==> config.mk <==
export PLATFORM = sky130hd
export DESIGN_NAME = mbg_ctrl
export DESIGN_NICKNAME = d
export VERILOG_FILES = /design/src/hdl/mbg_pkg.sv /design/src/hdl/mbg_ctrl.sv
export SDC_FILE = /design/constraint.sdc
export NUM_CORES = 1
export LEC_CHECK = 0
export BUFFER_PORTS_ARGS = -buffer_cell sky130_fd_sc_hd__buf_2
export CAP_MARGIN = 40
export CORE_AREA = 2 2 39 41
export CTS_CLUSTER_SIZE = 24
export DETAILED_ROUTE_END_ITERATION = 8
export DIE_AREA = 0 0 41 43
export PLACE_DENSITY = 0.54
export SLEW_MARGIN = 20
export SYNTH_ARGS = -nofsm -noshare
export SYNTH_HDL_FRONTEND = slang
export SYNTH_SLANG_ARGS = --single-unit
==> constraint.sdc <==
create_clock -name i_clk -period 1.7 [get_ports i_clk]
set_input_delay 0.34 -clock i_clk [delete_from_list [all_inputs] [get_ports i_clk]]
set_output_delay 0.34 -clock i_clk [all_outputs]
set_load 0.03 [all_outputs]
==> src/hdl/mbg_pkg.sv <==
// Package for the maze backtracker generator: item types, event and command codes,
// controller/datapath command and status structs, and small helper functions.
// Depends on nothing; every other file of the block imports it.
`default_nettype none

package mbg_pkg;

    // Field widths fixed by the item format.
    localparam int COORD_W    = 7;
    localparam int PICK_W     = 8;
    localparam int EVENT_W    = 2;
    localparam int CFG_IDX_W  = 2;
    localparam int CFG_DATA_W = 7;
    localparam int CMP_W      = 9;
    localparam int EPOCH_W    = 4;

    // Command codes carried by an input item.
    localparam logic CMD_START = 1'b0;
    localparam logic CMD_STEP  = 1'b1;

    // Event codes carried by a result item.
    localparam logic [EVENT_W-1:0] EV_STARTED   = 2'd0;
    localparam logic [EVENT_W-1:0] EV_CARVED    = 2'd1;
    localparam logic [EVENT_W-1:0] EV_BACKTRACK = 2'd2;
    localparam logic [EVENT_W-1:0] EV_FINISHED  = 2'd3;

    // Configuration register indexes.
    localparam logic [CFG_IDX_W-1:0] REG_GRID_WIDTH  = 2'd0;
    localparam logic [CFG_IDX_W-1:0] REG_GRID_HEIGHT = 2'd1;
    localparam logic [CFG_DATA_W-1:0] GRID_RESET     = 7'd65;

    // Neighbor directions in search order.
    localparam logic [1:0] DIR_W = 2'd0;
    localparam logic [1:0] DIR_N = 2'd1;
    localparam logic [1:0] DIR_E = 2'd2;
    localparam logic [1:0] DIR_S = 2'd3;

    typedef struct packed {
        logic              cmd;
        logic [PICK_W-1:0] pick;
    } t_in;

    typedef struct packed {
        logic [EVENT_W-1:0] event_res;
        logic [COORD_W-1:0] wall_x;
        logic [COORD_W-1:0] wall_y;
        logic [COORD_W-1:0] cell_x;
        logic [COORD_W-1:0] cell_y;
    } t_out;

    // Commands from the controller to the datapath.
    typedef struct packed {
        logic accept;        // latch pick of a step item
        logic emit_finish;   // result: finished
        logic epoch_inc;     // advance the visited-map epoch
        logic sweep;         // clear one visited-map entry
        logic start_commit;  // seed the maze at cell (1,1)
        logic rd_far;        // 0: read west/north, 1: read east/south
        logic capture_wn;    // hold the west/north visited bits
        logic decide;        // carve or pop
        logic pop_load;      // load the new stack top after a pop
    } t_ctl;

    // Status from the datapath to the controller.
    typedef struct packed {
        logic depth_zero;
        logic deep;          // more than one entry on the stack
        logic epoch_max;
        logic sweep_last;
        logic has_cand;
    } t_sts;

    // Number of cells along one axis for a configured grid size.
    function automatic logic [CMP_W-1:0] cells_along(input logic [CFG_DATA_W-1:0] size,
                                                    input logic [CMP_W-1:0] max_cells);
        logic [CFG_DATA_W-1:0] s;
        logic [CMP_W-1:0]      half;
        s = size;
        if (!s[0] && (s != '0)) begin
            s = s - 7'd1;
        end
        if (s < 7'd3) begin
            s = 7'd3;
        end
        half = CMP_W'(s[CFG_DATA_W-1:1]);
        if (half > max_cells) begin
            half = max_cells;
        end
        return half;
    endfunction

    // Remainder by three: base-4 digits are each congruent mod 3.
    function automatic logic [1:0] mod3_u8(input logic [PICK_W-1:0] v);
        logic [3:0] s;
        s = 4'(v[1:0]) + 4'(v[3:2]) + 4'(v[5:4]) + 4'(v[7:6]);
        if (s >= 4'd6) begin
            s = s - 4'd6;
        end
        if (s >= 4'd3) begin
            s = s - 4'd3;
        end
        if (s >= 4'd3) begin
            s = s - 4'd3;
        end
        return s[1:0];
    endfunction

    // Grid position of a cell index: 2c+1, kept to the output width.
    function automatic logic [COORD_W-1:0] cell_coord(input logic [7:0] c);
        logic [8:0] t;
        t = {c, 1'b0} + 9'd1;
        return t[COORD_W-1:0];
    endfunction

endpackage

`default_nettype wire

==> src/hdl/mbg_ctrl.sv <==
// Controller of the maze backtracker generator: sequences sweep, start and step work.
// Depends on mbg_pkg for the command and status structs and the command codes.
`default_nettype none

module mbg_ctrl (
    input  wire logic          i_clk,
    input  wire logic          i_rst_n,
    input  wire logic          i_start,
    input  wire logic          i_cmd,
    input  wire mbg_pkg::t_sts i_sts,
    output mbg_pkg::t_ctl      o_ctl,
    output logic               o_busy
);
    import mbg_pkg::*;

    localparam logic [2:0] S_SWEEP = 3'd0;
    localparam logic [2:0] S_IDLE  = 3'd1;
    localparam logic [2:0] S_START = 3'd2;
    localparam logic [2:0] S_RDA   = 3'd3;
    localparam logic [2:0] S_RDB   = 3'd4;
    localparam logic [2:0] S_DEC   = 3'd5;
    localparam logic [2:0] S_POP   = 3'd6;

    logic [2:0] r_state, n_state;
    logic       r_pend, n_pend;
    t_ctl       ctl;

    // Next state and commands.
    always_comb begin
        n_state = r_state;
        n_pend  = r_pend;
        ctl     = '0;
        case (r_state)
            S_SWEEP: begin
                ctl.sweep = 1'b1;
                if (i_sts.sweep_last) begin
                    if (r_pend) begin
                        ctl.epoch_inc = 1'b1;
                        n_pend        = 1'b0;
                        n_state       = S_START;
                    end else begin
                        n_state = S_IDLE;
                    end
                end
            end
            S_IDLE: begin
                if (i_start) begin
                    if (i_cmd == CMD_START) begin
                        if (i_sts.epoch_max) begin
                            n_pend  = 1'b1;
                            n_state = S_SWEEP;
                        end else begin
                            ctl.epoch_inc = 1'b1;
                            n_state       = S_START;
                        end
                    end else if (i_sts.depth_zero) begin
                        ctl.emit_finish = 1'b1;
                    end else begin
                        ctl.accept = 1'b1;
                        n_state    = S_RDA;
                    end
                end
            end
            S_START: begin
                ctl.start_commit = 1'b1;
                n_state          = S_IDLE;
            end
            S_RDA: begin
                ctl.rd_far = 1'b0;
                n_state    = S_RDB;
            end
            S_RDB: begin
                ctl.rd_far     = 1'b1;
                ctl.capture_wn = 1'b1;
                n_state        = S_DEC;
            end
            S_DEC: begin
                ctl.decide = 1'b1;
                if (!i_sts.has_cand && i_sts.deep) begin
                    n_state = S_POP;
                end else begin
                    n_state = S_IDLE;
                end
            end
            S_POP: begin
                ctl.pop_load = 1'b1;
                n_state      = S_IDLE;
            end
            default: begin
                n_state = S_IDLE;
            end
        endcase
    end

    // State register; reset begins with a sweep of the visited map.
    always_ff @(posedge i_clk) begin
        if (!i_rst_n) begin
            r_state <= S_SWEEP;
            r_pend  <= 1'b0;
        end else begin
            r_state <= n_state;
            r_pend  <= n_pend;
        end
    end

    assign o_ctl  = ctl;
    assign o_busy = (r_state != S_IDLE);

endmodule

`default_nettype wire

==> flow_metrics.env <==
export IMPL_status="finished clean"
export IMPL_cts_tree="built"
export IMPL_fill_cells=149
export IMPL_fin_setup_tns_ns=0
export IMPL_path_class="flop to output port"
export IMPL_synth_cells=46
export IMPL_final_nets=80
export IMPL_drt_total_wl_microns=991
export IMPL_min_period_ns=1.65
export IMPL_insertedDiodeCount=0
export IMPL_tightest_slew_ns=0.292
export IMPL_ys_warn_count=0
export IMPL_synth_area_leaders="dfxtp_1 23%, nor2_1 6.5%, nand2_1 5.4%, nand2b_1 5.4%, o32ai_2 4.7%"
export IMPL_numCtsBuffers=3
export IMPL_cp_max_fo=6
export IMPL_placement_rows=14
export IMPL_cp_top_family="flip-flops"
export IMPL_design_area_sq_um=563
export IMPL_crit_path_start_kind="flop"
export IMPL_crit_chain="or2_4 > o41ai_4 > buf_4"
export IMPL_synthToLayoutAreaGrowth_pct=61.9
export IMPL_ioPinCount=19
export IMPL_synth_top_cells_by_count="6 x nor2_1, 5 x nand2_1, 4 x dfxtp_1"
export IMPL_yosysSeqAreaShare_pct=23.0
export IMPL_antenna_found_initial=0
export IMPL_drc_errors=0
export IMPL_multi_input_area_sq_um=294
export IMPL_setup_violations=0
export IMPL_numClockSinks=4
export IMPL_worstPathArrival_ns=1.31
export IMPL_h_tree_depth=1
export IMPL_reg2reg_depth=4
export IMPL_viasPerCell=4.96
export IMPL_finalWorstSetupSlack_ns=0.0455
export IMPL_yosysMostFrequentCell="nor2_1"
export IMPL_power_w=0.000434
export IMPL_hp_class="input port to flop"
export IMPL_dr_pass1_iters=4
export IMPL_p_leak_nw=0.286
export IMPL_synth_largest_area_cell="dfxtp_1"
export IMPL_grt_overflow=0
export IMPL_die_w_microns=41
export IMPL_path_buf_inv=1
export IMPL_hold_violations=0
export IMPL_core_area_sq_um=1380
export IMPL_worstPathRequired_ns=1.36
export IMPL_drtIter0Drc=6
export IMPL_endpoint_kind="output port"
export IMPL_slew_violations=0
export IMPL_gp_congestion=0.705
export IMPL_finalClockSkew_ns=0.0117
export IMPL_grt_first_pass_wirelength_microns=1530
export IMPL_grt_pass1_vias=375
export IMPL_rsz0062_at_grt="false"
export IMPL_synth_area_per_cell_sq_um=7.56
export IMPL_powerDensity_nw_per_um2=771
export IMPL_synthArstFlopShare_pct=0
export IMPL_cp_slowest_cell="dfxtp_1"
export IMPL_dpl_cell_area_sq_um=503
export IMPL_grt_max_degree=8
export IMPL_seq_area_sq_um=81.3
export IMPL_start_util_pct=25.1
export IMPL_portBuffers=18
export IMPL_ys_ff_latch=4
export IMPL_syn_num_nets=55
export IMPL_yosysTopAreaCellShare_pct=23.0
export IMPL_grt_usage_pct=13.1
export IMPL_clk_root_buffer_cell="clkbuf_4"
export IMPL_drive_gt1_share_pct=52.2
export IMPL_path_clk_slew_ns=0.04
export IMPL_fmax_mhz=604
export IMPL_ys_flop_type="dfxtp_1"
export IMPL_synth_area_sq_um=348
export IMPL_period_share_pct=97.3
export IMPL_holdPathStages=2
export IMPL_dieArea_sq_um=1760
export IMPL_max_stage_delay_ns=0.30
export IMPL_maxCapViolCount=0
export IMPL_die_y_microns=43
export IMPL_cts_buffer_depth=2
export IMPL_wire_per_inst_microns=11.7
export IMPL_drtAntennaViolNets=0
export IMPL_synth_edf_count=0
export IMPL_clk_insertion_delay_late_ns=0.25
export IMPL_vias=422
export IMPL_relSlewSlack_pct=80.5
export IMPL_synth_cell_type_count=28
export IMPL_crit_cells=3
export IMPL_irDropWorstVdd_uv=364
export IMPL_place_worst_setup_slack_ns=0.171
==> sequential cells by signal (all words and copies together) (netlist names) <==
name	count
r_pend	1
r_state	3
==> layer usage <==
layer  global-route usage (%)  part of all wire [%]  vias up
met4                     8.00                   1.9        0
met1                     14.1                    42      195
met2                     20.3                    48       13
li1                         -                     -      212
met5                        0                     0        -
met3                     4.71                   7.5        2
==> what timing repair did <==
action	CTS	global route
endpoints found under the hold margin	0	0
setup endpoints to repair	3	5
hold buffers	0	0
pin swaps	0	2
gates resized for setup	5	6
buffers inserted	0	1
==> where the power goes <==
part | switching, W | internal, W | leakage (nW)
Sequential | 0.00000921 | 0.000103 | 0.0329
Combinational | 0.000113 | 0.0000819 | 0.239
Clock | 0.0000473 | 0.0000795 | 0.0138
Total | 0.000169 | 0.000265 | 0.286
==> area by class of cell <==
cell class / count / area share (%)
multi-input combinational: 37 / 52.2
clock buffer: 3 / 4.00
sequential: 4 / 14.4
tap: 16 / 3.56
timing repair buffer: 23 / 24.4
inverter: 2 / 1.33
==> worst paths after layout <==
| check | start | to | slack, ns |
|---|---|---|---|
| min reg2reg | r_pend$_SDFFE_PN0P_ | r_pend$_SDFFE_PN0P_ | 0.55 |
| max | r_state[2]$_SDFFE_PN0P_ | o_ctl[6] | 0.05 |
| min | i_rst_n | r_state[2]$_SDFFE_PN0P_ | 0.37 |
| max reg2reg | r_state[0]$_SDFFE_PN0P_ | r_pend$_SDFFE_PN0P_ | 0.41 |
==> cells in the final DEF (no fill, tap or decap), types with 2 or more instances in the layout <==
master / instances
dfxtp_1: 3
buf_4: 7
buf_2: 14
inv_1: 2
nand2b_1: 3
and2_1: 2
clkbuf_4: 5
nand2_1: 4
nor2_1: 6
==> logic make-up after synthesis <==
family                 after synthesis  share of synthesized area [%]
buffers and inverters                5                           8.99
DFF                                  4                           23.0
and+or+nand+nor                     26                           39.6
AOI/OAI and AO/OA                   11                           28.4
==> stage by stage <==
stage,hold WS (ns),instances,util (%)
after floorplan,0.458,46,-
after global routing,0.378,85,40.7
after global placement,0.520,81,36.3
final,0.367,85,40.7
after CTS,0.364,84,39.3
after detailed placement,0.519,81,36.3
Power figures use the tool's default switching activity.
